**config.mk**
```make
export PLATFORM = sky130hd
export DESIGN_NAME = intel_hex_record_parser
export DESIGN_NICKNAME = d
export VERILOG_FILES = /design/src/sv/ihex_pkg.sv /design/src/sv/ihex_core.sv /design/src/sv/ihex_out_reg.sv /design/src/sv/intel_hex_record_parser.sv
export SDC_FILE = /design/constraint.sdc
export NUM_CORES = 1
export LEC_CHECK = 0
export ABC_AREA = 1
export BUFFER_PORTS_ARGS = -buffer_cell sky130_fd_sc_hd__buf_4
export CORE_ASPECT_RATIO = 0.7
export CORE_MARGIN = 1
export CORE_UTILIZATION = 35
export CTS_CLUSTER_DIAMETER = 30
export DETAILED_ROUTE_END_ITERATION = 7
export MAX_ROUTING_LAYER = met4
export PLACE_DENSITY = 0.52
export SLEW_MARGIN = 20
export SYNTH_ARGS = -nofsm -noshare
export SYNTH_HDL_FRONTEND = slang
export SYNTH_SLANG_ARGS = --single-unit
```
**constraint.sdc**
```tcl
create_clock -name clk -period 4.8 [get_ports clk]
set_input_delay 0.24 -clock clk [delete_from_list [all_inputs] [get_ports clk]]
set_output_delay 0.24 -clock clk [all_outputs]
set_load 0.03 [all_outputs]
```
**src/sv/ihex_pkg.sv**
```systemverilog
// Shared types, constants and a helper function for the Intel HEX record parser.
package ihex_pkg;

    localparam int RECORD_COUNT_BITS_DEF = 24;
    localparam int RECORD_NUMBER_W = 24;
    localparam int COUNT_EXT_W = 32;

    localparam logic [7:0] CHAR_COLON   = 8'h3A;
    localparam logic [7:0] CHAR_NEWLINE = 8'h0A;
    localparam logic [7:0] CHAR_ZERO    = 8'h30;
    localparam logic [7:0] CHAR_NINE    = 8'h39;

    localparam logic [1:0] KIND_WRITE = 2'd0;
    localparam logic [1:0] KIND_DONE  = 2'd1;
    localparam logic [1:0] KIND_EOF   = 2'd2;

    localparam logic [7:0] TYPE_DATA     = 8'd0;
    localparam logic [7:0] TYPE_EOF      = 8'd1;
    localparam logic [7:0] TYPE_SEGMENT  = 8'd2;
    localparam logic [7:0] TYPE_EXTENDED = 8'd4;
    localparam logic [7:0] TYPE_LAST_KNOWN = 8'd5;

    localparam logic [8:0] POS_LEN    = 9'd0;
    localparam logic [8:0] POS_OFF_HI = 9'd1;
    localparam logic [8:0] POS_OFF_LO = 9'd2;
    localparam logic [8:0] POS_TYPE   = 9'd3;
    localparam logic [8:0] POS_DATA0  = 9'd4;
    localparam logic [8:0] POS_DATA1  = 9'd5;

    typedef struct packed {
        logic [1:0]                 result_kind;
        logic [31:0]                address;
        logic [7:0]                 data;
        logic                       checksum_error;
        logic [7:0]                 computed_sum;
        logic                       unknown_type;
        logic                       truncated;
        logic                       missing_end_record;
        logic [RECORD_NUMBER_W-1:0] record_number;
        logic [7:0]                 record_kind;
    } result_t;

    // Nibble value without validation; non-digits may exceed 15.
    function automatic logic [4:0] nibble_value(input logic [7:0] c);
        logic [4:0] v;
        if (c >= CHAR_ZERO && c <= CHAR_NINE)
        begin
            v = {1'b0, c[3:0]};
        end
        else
        begin
            v = {1'b0, c[3:0]} + 5'd9;
        end
        return v;
    endfunction

endpackage

```
**src/sv/ihex_core.sv**
```systemverilog
// Record decode state and per-character step logic of the Intel HEX parser.
module ihex_core #(
    parameter int RECORD_COUNT_BITS = ihex_pkg::RECORD_COUNT_BITS_DEF
) (
    input  logic             clk,
    input  logic             rst_n,
    input  logic             step,
    input  logic             mode,
    input  logic [7:0]       text_char,
    output logic             res_valid,
    output ihex_pkg::result_t res
);

    localparam logic [1:0] PH_LINE_START = 2'd0;
    localparam logic [1:0] PH_SKIP       = 2'd1;
    localparam logic [1:0] PH_RECORD     = 2'd2;
    localparam int COUNT_EXT_W_L = ihex_pkg::COUNT_EXT_W;

    logic [1:0]  phase_reg, phase_next;
    logic        lo_pend_reg, lo_pend_next;
    logic [3:0]  hi_nib_reg, hi_nib_next;
    logic [8:0]  pos_reg, pos_next;
    logic [7:0]  len_reg, len_next;
    logic [15:0] off_reg, off_next;
    logic [7:0]  type_reg, type_next;
    logic [15:0] word_reg, word_next;
    logic [7:0]  sum_reg, sum_next;
    logic [15:0] seg_reg, seg_next;
    logic [15:0] ext_reg, ext_next;
    logic [31:0] base_reg, base_next;
    logic        end_seen_reg, end_seen_next;
    logic [RECORD_COUNT_BITS-1:0] cnt_reg, cnt_next;

    logic [4:0]             nib;
    logic [7:0]             byte_val;
    logic [7:0]             computed;
    logic [COUNT_EXT_W_L-1:0] cnt_ext;

    assign nib      = ihex_pkg::nibble_value(text_char);
    assign byte_val = {hi_nib_reg, 4'b0000} + {3'b000, nib};
    assign computed = 8'd0 - sum_reg;
    assign cnt_ext  = COUNT_EXT_W_L'(cnt_reg);

    always_comb
    begin
        phase_next    = phase_reg;
        lo_pend_next  = lo_pend_reg;
        hi_nib_next   = hi_nib_reg;
        pos_next      = pos_reg;
        len_next      = len_reg;
        off_next      = off_reg;
        type_next     = type_reg;
        word_next     = word_reg;
        sum_next      = sum_reg;
        seg_next      = seg_reg;
        ext_next      = ext_reg;
        base_next     = base_reg;
        end_seen_next = end_seen_reg;
        cnt_next      = cnt_reg;

        res_valid = 1'b0;
        res = '0;
        res.record_number = cnt_ext[ihex_pkg::RECORD_NUMBER_W-1:0];

        if (step)
        begin
            priority if (mode)
            begin
                res_valid = 1'b1;
                res.result_kind = ihex_pkg::KIND_EOF;
                res.truncated = (phase_reg == PH_RECORD);
                res.missing_end_record = !end_seen_reg;
                phase_next    = PH_LINE_START;
                lo_pend_next  = 1'b0;
                hi_nib_next   = '0;
                pos_next      = '0;
                len_next      = '0;
                off_next      = '0;
                type_next     = '0;
                word_next     = '0;
                sum_next      = '0;
                seg_next      = '0;
                ext_next      = '0;
                base_next     = '0;
                end_seen_next = 1'b0;
                cnt_next      = '0;
            end
            else if (phase_reg == PH_LINE_START)
            begin
                if (text_char == ihex_pkg::CHAR_COLON)
                begin
                    lo_pend_next = 1'b0;
                    hi_nib_next  = '0;
                    pos_next     = '0;
                    len_next     = '0;
                    off_next     = '0;
                    type_next    = '0;
                    word_next    = '0;
                    sum_next     = '0;
                    if (cnt_reg != '1)
                    begin
                        cnt_next = cnt_reg + RECORD_COUNT_BITS'(1);
                    end
                    phase_next = PH_RECORD;
                end
                else if (text_char != ihex_pkg::CHAR_NEWLINE)
                begin
                    phase_next = PH_SKIP;
                end
            end
            else if (phase_reg != PH_RECORD)
            begin
                if (text_char == ihex_pkg::CHAR_NEWLINE)
                begin
                    phase_next = PH_LINE_START;
                end
            end
            else if (text_char == ihex_pkg::CHAR_NEWLINE)
            begin
                res_valid = 1'b1;
                res.result_kind  = ihex_pkg::KIND_DONE;
                res.computed_sum = computed;
                res.unknown_type = (pos_reg > ihex_pkg::POS_TYPE) &&
                                   (type_reg > ihex_pkg::TYPE_LAST_KNOWN);
                res.truncated    = 1'b1;
                res.record_kind  = type_reg;
                phase_next = PH_LINE_START;
            end
            else if (!lo_pend_reg)
            begin
                hi_nib_next  = nib[3:0];
                lo_pend_next = 1'b1;
            end
            else
            begin
                lo_pend_next = 1'b0;
                if (pos_reg == ({1'b0, len_reg} + ihex_pkg::POS_DATA0))
                begin
                    res_valid = 1'b1;
                    res.result_kind    = ihex_pkg::KIND_DONE;
                    res.checksum_error = (computed != byte_val);
                    res.computed_sum   = computed;
                    res.unknown_type   = (type_reg > ihex_pkg::TYPE_LAST_KNOWN);
                    res.record_kind    = type_reg;
                    if (type_reg == ihex_pkg::TYPE_EOF)
                    begin
                        end_seen_next = 1'b1;
                    end
                    else if (type_reg == ihex_pkg::TYPE_SEGMENT)
                    begin
                        seg_next  = word_reg;
                        base_next = {ext_reg, 16'h0000} + {12'h000, word_reg, 4'h0};
                    end
                    else if (type_reg == ihex_pkg::TYPE_EXTENDED)
                    begin
                        ext_next  = word_reg;
                        base_next = {word_reg, 16'h0000} + {12'h000, seg_reg, 4'h0};
                    end
                    phase_next = PH_SKIP;
                end
                else
                begin
                    sum_next = sum_reg + byte_val;
                    pos_next = pos_reg + 9'd1;
                    priority if (pos_reg == ihex_pkg::POS_LEN)
                    begin
                        len_next = byte_val;
                    end
                    else if (pos_reg == ihex_pkg::POS_OFF_HI)
                    begin
                        off_next = {byte_val, off_reg[7:0]};
                    end
                    else if (pos_reg == ihex_pkg::POS_OFF_LO)
                    begin
                        off_next = {off_reg[15:8], byte_val};
                    end
                    else if (pos_reg == ihex_pkg::POS_TYPE)
                    begin
                        type_next = byte_val;
                    end
                    else
                    begin
                        if (pos_reg == ihex_pkg::POS_DATA0)
                        begin
                            word_next = {byte_val, word_reg[7:0]};
                        end
                        else if (pos_reg == ihex_pkg::POS_DATA1)
                        begin
                            word_next = {word_reg[15:8], byte_val};
                        end
                        if (type_reg == ihex_pkg::TYPE_DATA)
                        begin
                            res_valid = 1'b1;
                            res.result_kind = ihex_pkg::KIND_WRITE;
                            res.address = base_reg + {16'h0000, off_reg} +
                                          {23'd0, pos_reg - ihex_pkg::POS_DATA0};
                            res.data = byte_val;
                        end
                    end
                end
            end
        end
    end

    always_ff @(posedge clk or negedge rst_n)
    begin
        if (!rst_n)
        begin
            phase_reg    <= PH_LINE_START;
            lo_pend_reg  <= 1'b0;
            hi_nib_reg   <= '0;
            pos_reg      <= '0;
            len_reg      <= '0;
            off_reg      <= '0;
            type_reg     <= '0;
            word_reg     <= '0;
            sum_reg      <= '0;
            seg_reg      <= '0;
            ext_reg      <= '0;
            base_reg     <= '0;
            end_seen_reg <= 1'b0;
            cnt_reg      <= '0;
        end
        else
        begin
            phase_reg    <= phase_next;
            lo_pend_reg  <= lo_pend_next;
            hi_nib_reg   <= hi_nib_next;
            pos_reg      <= pos_next;
            len_reg      <= len_next;
            off_reg      <= off_next;
            type_reg     <= type_next;
            word_reg     <= word_next;
            sum_reg      <= sum_next;
            seg_reg      <= seg_next;
            ext_reg      <= ext_next;
            base_reg     <= base_next;
            end_seen_reg <= end_seen_next;
            cnt_reg      <= cnt_next;
        end
    end

endmodule

```
**src/sv/ihex_out_reg.sv**
```systemverilog
// Result register with valid and ready toward the output channel.
module ihex_out_reg (
    input  logic              clk,
    input  logic              rst_n,
    input  logic              load,
    input  logic              load_valid,
    input  ihex_pkg::result_t load_res,
    input  logic              take,
    output logic              valid,
    output ihex_pkg::result_t res
);

    logic              valid_reg, valid_next;
    ihex_pkg::result_t res_reg, res_next;

    always_comb
    begin
        valid_next = valid_reg;
        res_next   = res_reg;
        if (take)
        begin
            valid_next = 1'b0;
        end
        if (load && load_valid)
        begin
            valid_next = 1'b1;
            res_next   = load_res;
        end
    end

    always_ff @(posedge clk or negedge rst_n)
    begin
        if (!rst_n)
        begin
            valid_reg <= 1'b0;
        end
        else
        begin
            valid_reg <= valid_next;
        end
    end

    always_ff @(posedge clk)
    begin
        res_reg <= res_next;
    end

    assign valid = valid_reg;
    assign res   = res_reg;

endmodule

```
**src/sv/intel_hex_record_parser.sv**
```systemverilog
// Top level of the Intel HEX record parser: character in, data writes and reports out.
//
//   Channel  Handshake           Payload
//   input    in_valid/in_ready   mode, text_char
//   output   out_valid/out_ready result_kind, address, data, checksum_error,
//                                computed_sum, unknown_type, truncated,
//                                missing_end_record, record_number, record_kind
//
// Each character is decoded in the cycle of its transfer and its result, if any,
// appears in the result register in the next cycle; one character per cycle is
// sustained unless stalled: in_ready is low only while a result waits, out_ready low.
// After reset the parser is at the start of a line with all bases and counts clear.
module intel_hex_record_parser #(
    parameter int RECORD_COUNT_BITS = ihex_pkg::RECORD_COUNT_BITS_DEF
) (
    input  logic        clk,
    input  logic        rst_n,
    input  logic        in_valid,
    output logic        in_ready,
    input  logic        mode,
    input  logic [7:0]  text_char,
    output logic        out_valid,
    input  logic        out_ready,
    output logic [1:0]  result_kind,
    output logic [31:0] address,
    output logic [7:0]  data,
    output logic        checksum_error,
    output logic [7:0]  computed_sum,
    output logic        unknown_type,
    output logic        truncated,
    output logic        missing_end_record,
    output logic [ihex_pkg::RECORD_NUMBER_W-1:0] record_number,
    output logic [7:0]  record_kind
);

    logic              step;
    logic              step_valid;
    ihex_pkg::result_t step_res;
    ihex_pkg::result_t out_res;

    assign in_ready = !out_valid || out_ready;
    assign step     = in_valid && in_ready;

    ihex_core #(
        .RECORD_COUNT_BITS(RECORD_COUNT_BITS)
    ) u_core (
        .clk       (clk),
        .rst_n     (rst_n),
        .step      (step),
        .mode      (mode),
        .text_char (text_char),
        .res_valid (step_valid),
        .res       (step_res)
    );

    ihex_out_reg u_out (
        .clk        (clk),
        .rst_n      (rst_n),
        .load       (step),
        .load_valid (step_valid),
        .load_res   (step_res),
        .take       (out_ready),
        .valid      (out_valid),
        .res        (out_res)
    );

    assign result_kind        = out_res.result_kind;
    assign address            = out_res.address;
    assign data               = out_res.data;
    assign checksum_error     = out_res.checksum_error;
    assign computed_sum       = out_res.computed_sum;
    assign unknown_type       = out_res.unknown_type;
    assign truncated          = out_res.truncated;
    assign missing_end_record = out_res.missing_end_record;
    assign record_number      = out_res.record_number;
    assign record_kind        = out_res.record_kind;

endmodule
```
==> impl_summary.txt, run 1 <==
----------------------------------------------------
[Floorplanning]
  Chip Height ... 171 um
  Io pins ... 101
  Total die area ... 41,800 um2
  CORE AREA ... 40,000 um2
  Initial Util ... 0.358
  Die outline width ... 244 um
  # rows ... 61

[Critical path]
  Reg-to-Reg Start ... u_core.pos_reg[4]$_DFFE_PN0P_
  Largest stage delay on the critical path ... 490 ps
  Highest net fanout along the worst path ... 13
  CP Launch Point ... u_core.pos_reg[4]$_DFFE_PN0P_
  R2R Path End ... u_out.res[77]$_SDFFCE_PP0P_
  Number of buffer and inverter instances along the worst setup path ... 2
  Cell mode on critical path ... nand2_1
  Critical Path, Cell by Cell ... nor2_1 -> nand2_2 -> inv_1 -> nand2_1 -> xor2_1 -> fa_1 -> inv_1 -> ha_1 -> a21o_1 -> a21oi_1 -> nand2_1 -> nand2_1 -> nand2_1 -> nand4_1 -> nand2_1 -> nand2_1 -> nor2_1
  Kind of critical path ... reg -> reg
  Launching element type of the critical path ... flop
  Reg2reg path depth ... 17
  Register-to-register setup slack ... 1340 ps
  Slowest cell on the critical path ... fa_1
  Crit. End Element ... flop
  Required @ worst endpoint ... 5100 ps
  Arrival @ worst endpoint ... 3760 ps
  Cell family with most CP delay ... simple AND/OR/NAND/NOR gates

[STA]
  Final critical-path share of the clock period ... 0.720
  Worst Clk Skew ... 33.7 ps
  Slew Limit Headroom ... 0.276
  Period minus WS final ... 3460 ps
  RSZ-0062 raised after global routing ... no
  Highest achievable clock rate ... 289 MHz
  Final Hold Viols ... 0
  Setup_tns ... 0 ps
  Setup violation total in the final timing report ... 0
  Final Slew Violations ... 0
  Measured slew at the worst slew-check pin ... 1080 ps

[Placed design]
  Total of buffers placed on input and output ports ... 100
  Final weighted congestion of routability-driven global placement ... 0.931
  Hpwl dp ... 31,700 um

[Route]
  Residual DRC count ... 0
  First-pass DRT Iterations ... 7
  DRC marker count from the first detailed-route iteration ... 886
  Mean routed wirelength per cell ... 17.2 um
  Post-DRT Antenna Nets ... 0
  Vias after detailed routing ... 12,539
  Total Wirelength ... 43,000 um
  Vias/cell ... 5.02

[Clock tree]
  Clk root buf ... clkbuf_16
  Clock Sinks ... 244
  Number of buffers inserted during clock tree synthesis ... 52
  Number of buffers on the longest clock path ... 3
  Latest clock arrival within the worst-skew pair ... 580 ps
  CTS tree ... yes
  Clock H-tree levels ... 2
  Post-CTS clock slew at the launch and capture registers of the worst setup and hold paths ... 50 ps
  Post CTS Setup Buffer Count ... 0

[Synthesis]
  Sequential share of the synthesized area ... 0.456
  Number of cells produced by synthesis ... 1,795
  Asr flop ratio synth ... 0.648
  Post-synthesis net count ... 1,876
  Post-synthesis area per instance ... 7.98 um2
  Main synth FF type ... dfrtp_1
  Post-Syn Area ... 14,300 um2
  Number of flops mapped to enable cells by yosys ... 86
  FF+latch count, synth ... 244
  Number of synthesis warnings ... 0
  Number of distinct library cells after synthesis ... 48

[Min path]
  Hold Path Cell Cnt ... 6
  Hold endpoint ... u_core.phase_reg[1]$_DFFE_PN0P_
  Worst min-delay path startpoint ... text_char[6]
  Min-delay worst type ... in -> reg

[Outcome]
  Run status ... complete, no violations

[Layout]
  Most common cell after layout, fill and taps aside ... nand2_1
  Number of antenna diodes ... 0
  Max reg flops ... 86
  Highest-count cells in the layout ignoring fill and taps ... 489 x nand2_1, 198 x inv_1, 175 x nor2_1
  Fraction of final layout cells sized beyond drive strength 1 ... 0.132
  Post-layout util ... 0.435
  Final nets ... 2,000
  Number of fillers in the final layout ... 4,129
  Area grow syn2layout ... 21.5%

[Global route]
  Largest net degree at the start of global routing ... 95
  Initial antenna violation count ... 0
  First-pass GRT wire length ... 68,000 um
  Vias in the first global route ... 11,968
  Total grt overflow ... 0
  GR Util All Layers ... 0.216

[Power]
  Lkg Pwr ... 8.00 nW
  Overall power after layout ... 8.49 mW
  Worst supply voltage drop on vdd ... 293 uV
  Power Dens Cells ... 488 nW/um2

[Run]
  Max-cap violations ... 0

----------------------------------------------------
-- cell families (layout without fill, tap and decap cells) --
| logic type | after synthesis | count (layout) | share of synthesized area |
|---|---|---|---|
| XOR/XNOR | 54 | 54 | 0.0330 |
| flip-flops | 244 | 244 | 0.456 |
| buffers and inverters | 250 | 418 | 0.0708 |
| adder cells (fa/ha/maj) | 68 | 68 | 0.0641 |
| AO/OA/AOI/OAI | 236 | 236 | 0.0901 |
| AND/OR/NAND/NOR | 943 | 943 | 0.286 |
-- worst max-delay path by stage --
stage | end | slack, ps | cells after the start
2_1_floorplan | u_out.res[0]$_SDFFCE_PP0P_ | 1160 | 10
4_1_cts | u_out.res[77]$_SDFFCE_PP0P_ | 1360 | 17
6_report | u_out.res[77]$_SDFFCE_PP0P_ | 1340 | 17
3_5_place_dp | u_out.res[77]$_SDFFCE_PP0P_ | 1380 | 17
3_3_place_gp | u_out.res[83]$_SDFFCE_PP0P_ | 1420 | 17
5_1_grt | u_out.res[83]$_SDFFCE_PP0P_ | 960 | 17
-- power by group --
group / switching (mW) / internal, mW
sequential: 0.244 / 2.40
combinational: 1.57 / 0.690
clock: 1.21 / 2.37
total: 3.03 / 5.47
-- stage by stage --
step                setup slack [ps]  instance area, um2  hold slack [ps]  instances
detailed placement              1380               15600              402       2398
floorplan                       1160               14300            -55.6       1795
finish                          1340               17400              106       2498
CTS                             1360               17400             90.5       2498
global placement                1420               15600              395       2398
global route                     964               17400              150       2498
-- what timing repair did --
item / CTS / global route
hold endpoints to repair: 93 / 0
hold buffers: 2 / 0
gates resized for setup: 0 / 0
-- synthesized netlist by cell type, drive strengths merged (2+ instances only) --
library cell	n	area (um2)
o22ai	4	25.0
nand4	28	196
nand3b	2	15.0
a31oi	4	25.0
inv	208	781
a21oi	61	305
nor3b	2	15.0
xnor2	11	96.3
clkbuf	13	48.8
a21o	3	22.5
and2	3	18.8
nand2	502	1930
nand3	144	726
buf	29	185
nor3	51	275
o21ai	135	679
nor4	4	25.0
edfxtp	86	2580
o31ai	9	81.3
xor2	43	377
dfrtp	158	3950
nor2	194	811
ha	59	738
or2	7	43.8
and3	5	31.3
a22oi	15	113
fa	9	180
-- worst register-to-register path: cells and delay by family (launching register included) --
family | cells | cell delay, ps
compound gates | 2 | 380
xor+xnor | 1 | 160
fa+ha+maj | 2 | 840
buf+inv | 2 | 140
flops | 1 | 480
simple gates | 10 | 1220
-- per-layer routing --
metal | GRT usage | wire (um) | vias to the layer above
li1 | - | - | 6176
met1 | 0.325 | 22500 | 5910
met2 | 0.288 | 16800 | 384
met3 | 0.0426 | 2890 | 69
met4 | 0.0563 | 837 | 0
met5 | - | 0 | -
-- cell type report --
type / count / area [um2] / share of cell area
Sequential cell: 244 / 6540 / 0.375
Multi-Input combinational cell: 1301 / 6780 / 0.389
Clock inverter: 33 / 332 / 0.0190
Inverter: 208 / 782 / 0.0449
Tap cell: 535 / 669 / 0.0384
Clock buffer: 65 / 1450 / 0.0835
Timing Repair Buffer: 112 / 862 / 0.0495
Power figures use the tool's default switching activity.
==> run 2, diff against run 1 <==
==> constraint.sdc (replaced) <==
create_clock -name clk -period 3.2 [get_ports clk]
set_input_delay 0.16 -clock clk [delete_from_list [all_inputs] [get_ports clk]]
set_output_delay 0.16 -clock clk [all_outputs]
set_load 0.03 [all_outputs]
==> run 2 against run 1 <==
Fmax rose by 16%. Design area increased by 4.1%. Die area is the same. Clock power grew 62%. Non-clock buffer count increased by 51. Count of clock-buffer cells in the layout up 8. Via count grew 0.98%. Setup slack got worse by 1100 ps. Register-to-register slack got worse by 1100 ps. Highest routed layer unchanged.
==> impl_summary.txt, run 2 (same netlist as run 1, synthesis figures left out) <==
----------------------------------------------------
[Clock tree]
  CTS tree ... yes (unchanged)
  Clk root buf ... clkbuf_16 (unchanged)
  Clock H-tree levels ... 2 (unchanged)
  Post-CTS clock slew at the launch and capture registers of the worst setup and hold paths ... 50 ps (about the same)
  Latest clock arrival within the worst-skew pair ... 590 ps (was 580 ps)
  Clock Sinks ... 244 (unchanged)
  Number of buffers inserted during clock tree synthesis ... 55 (was 52)
  Number of buffers on the longest clock path ... 3 (unchanged)

[Critical path]
  Cell mode on critical path ... inv_1 (was nand2_1)
  Register-to-register setup slack ... 220 ps (was 1340 ps)
  Reg-to-Reg Start ... u_core.pos_reg[4]$_DFFE_PN0P_ (unchanged)
  Largest stage delay on the critical path ... 480 ps (was 490 ps)
  Required @ worst endpoint ... 3510 ps (was 5100 ps)
  Arrival @ worst endpoint ... 3280 ps (was 3760 ps)
  Highest net fanout along the worst path ... 4 (was 13)
  Slowest cell on the critical path ... fa_1 (unchanged)
  Critical Path, Cell by Cell ... nor3_2 -> nand3_1 -> xor2_1 -> fa_1 -> inv_1 -> ha_4 -> nand2_1 -> inv_1 -> a21oi_2 -> nand2_2 -> a21oi_2 -> inv_1 -> or2_2 -> nand2_1 -> a21oi_1 (was nor2_1 -> nand2_2 -> inv_1 -> nand2_1 -> xor2_1 -> fa_1 -> inv_1 -> ha_1 -> a21o_1 -> a21oi_1 -> nand2_1 -> nand2_1 -> nand2_1 -> nand4_1 -> nand2_1 -> nand2_1 -> nor2_1)
  R2R Path End ... u_out.res[65]$_SDFFCE_PP0P_ (was u_out.res[77]$_SDFFCE_PP0P_)
  Reg2reg path depth ... 15 (was 17)
  Launching element type of the critical path ... flop (unchanged)
  Crit. End Element ... flop (unchanged)
  Kind of critical path ... reg -> reg (unchanged)

[Power]
  Worst supply voltage drop on vdd ... 416 uV (was 293 uV)
  Power Dens Cells ... 743 nW/um2 (was 488 nW/um2)
  Overall power after layout ... 13.5 mW (was 8.49 mW)
  Lkg Pwr ... 8.34 nW (was 8.00 nW)

[Global route]
  Largest net degree at the start of global routing ... 65 (was 95)
  Total grt overflow ... 0 (unchanged)
  GR Util All Layers ... 0.217 (was 0.216)
  Vias in the first global route ... 12,217 (was 11,968)
  Initial antenna violation count ... 0 (unchanged)
  First-pass GRT wire length ... 68,600 um (was 68,000 um)

[Route]
  Vias after detailed routing ... 12,662 (was 12,539)
  Total Wirelength ... 43,200 um (was 43,000 um)
  Vias/cell ... 4.96 (was 5.02)
  Mean routed wirelength per cell ... 16.9 um (was 17.2 um)
  First-pass DRT Iterations ... 5 (was 7)
  DRC marker count from the first detailed-route iteration ... 938 (was 886)
  Post-DRT Antenna Nets ... 0 (unchanged)
  Residual DRC count ... 0 (unchanged)

[Run]
  Max-cap violations ... 0 (unchanged)

[STA]
  Slew Limit Headroom ... 0.535 (was 0.276)
  Final critical-path share of the clock period ... 0.930 (was 0.720)
  Highest achievable clock rate ... 336 MHz (was 289 MHz)
  Worst hold slack across all endpoints ... 21.4 ps (was 106 ps)
  RSZ-0062 raised after global routing ... yes (was no)
  Final Hold Viols ... 0 (unchanged)
  Worst Setup Slack, final ... 223 ps (was 1340 ps)
  Setup_tns ... 0 ps (unchanged)
  Period minus WS final ... 2980 ps (was 3460 ps)
  Final Slew Violations ... 0 (unchanged)
  Worst Clk Skew ... 33.6 ps (was 33.7 ps)
  Setup violation total in the final timing report ... 0 (unchanged)
  Measured slew at the worst slew-check pin ... 691 ps (was 1080 ps)

[Min path]
  Min-delay worst type ... in -> reg (unchanged)
  Hold endpoint ... u_core.phase_reg[1]$_DFFE_PN0P_ (unchanged)
  Worst min-delay path startpoint ... text_char[6] (unchanged)
  Hold Path Cell Cnt ... 6 (unchanged)

[Floorplanning]
  Total die area ... 41,800 um2 (unchanged)
  Chip Height ... 171 um (unchanged)
  CORE AREA ... 40,000 um2 (unchanged)
  Io pins ... 101 (unchanged)
  # rows ... 61 (unchanged)
  Initial Util ... 0.358 (unchanged)
  Die outline width ... 244 um (unchanged)

[Placed design]
  Placed Instances ... 2,448 (was 2,398)
  Final weighted congestion of routability-driven global placement ... 0.934 (was 0.931)
  Pre-CTS setup slack ... -101 ps (was 1380 ps)
  Total of buffers placed on input and output ports ... 100 (unchanged)
  Hpwl dp ... 32,300 um (was 31,700 um)
  Post-place instance area ... 16,000 um2 (was 15,600 um2)

[Layout]
  Area grow syn2layout ... 26.6% (was 21.5%)
  Number of antenna diodes ... 0 (unchanged)
  Final design instance area without fill ... 18,100 um2 (was 17,400 um2)
  Max reg flops ... 86 (unchanged)
  Most common cell after layout, fill and taps aside ... nand2_1 (unchanged)
  Post-route non-filler standard cell count ... 2,555 (was 2,498)
  Final nets ... 2,054 (was 2,000)
  Fraction of final layout cells sized beyond drive strength 1 ... 0.165 (was 0.132)
  Highest-count cells in the layout ignoring fill and taps ... 486 x nand2_1, 198 x inv_1, 173 x nor2_1 (was 489 x nand2_1, 198 x inv_1, 175 x nor2_1)
  Post-layout util ... 0.453 (was 0.435)

[Outcome]
  Run status ... complete, no violations (unchanged)

----------------------------------------------------
-- run 2: worst max path at each step --
stage,from,endpoint,slack [ps],cells after the start
detailed placement,u_core.pos_reg[4]$_DFFE_PN0P_,u_out.res[77]$_SDFFCE_PP0P_,-100,16
CTS,u_core.pos_reg[4]$_DFFE_PN0P_,u_out.res[82]$_SDFFCE_PP0P_,30,17
finish,u_core.pos_reg[4]$_DFFE_PN0P_,u_out.res[65]$_SDFFCE_PP0P_,220,15
floorplan,u_core.pos_reg[2]$_DFFE_PN0P_,u_out.res[0]$_SDFFCE_PP0P_,20,9
global route,u_core.pos_reg[4]$_DFFE_PN0P_,u_out.res[77]$_SDFFCE_PP0P_,-20,15
global placement,u_core.pos_reg[4]$_DFFE_PN0P_,u_out.res[83]$_SDFFCE_PP0P_,-40,16
-- run 2: cell type report --
type | instances | area (um2)
Clock inverter | 31 | 405
Fill cell | 3969 | 21900
Inverter | 208 | 785
Tap cell | 535 | 669
Clock buffer | 73 | 1560
Timing Repair Buffer | 163 | 1290
Multi-Input combinational cell | 1301 | 6880
Sequential cell | 244 | 6540
-- run 2: power by group --
part,switching [mW],total [mW],internal [mW]
clock,1.89,5.82,3.93
combinational,2.44,3.69,1.26
sequential,0.355,3.96,3.61
-- run 2: per-layer routing --
layer / wire length (um) / track usage / share of wire
met1: 22600 / 0.326 / 0.52
met2: 17100 / 0.293 / 0.40
met3: 2970 / 0.0463 / 0.069
met4: 530 / 0.0435 / 0.012
met5: 0 / - / 0
-- run 2: critical path: cells and delay by family (launching register included) --
| family | cells | cell delay (ps) |
|---|---|---|
| buf+inv | 3 | 170 |
| flops | 1 | 420 |
| simple gates | 6 | 870 |
| fa+ha+maj | 2 | 740 |
| compound gates | 3 | 320 |
| xor+xnor | 1 | 180 |
-- run 2: what timing repair did --
| action | in CTS | in global routing |
|---|---|---|
| pin swaps | 0 | 1 |
| buffers inserted | 0 | 1 |
| setup endpoints to repair | 12 | 101 |
| hold buffers | 2 | 0 |
| endpoints found under the hold margin | 60 | 0 |
| gates resized for setup | 2 | 21 |
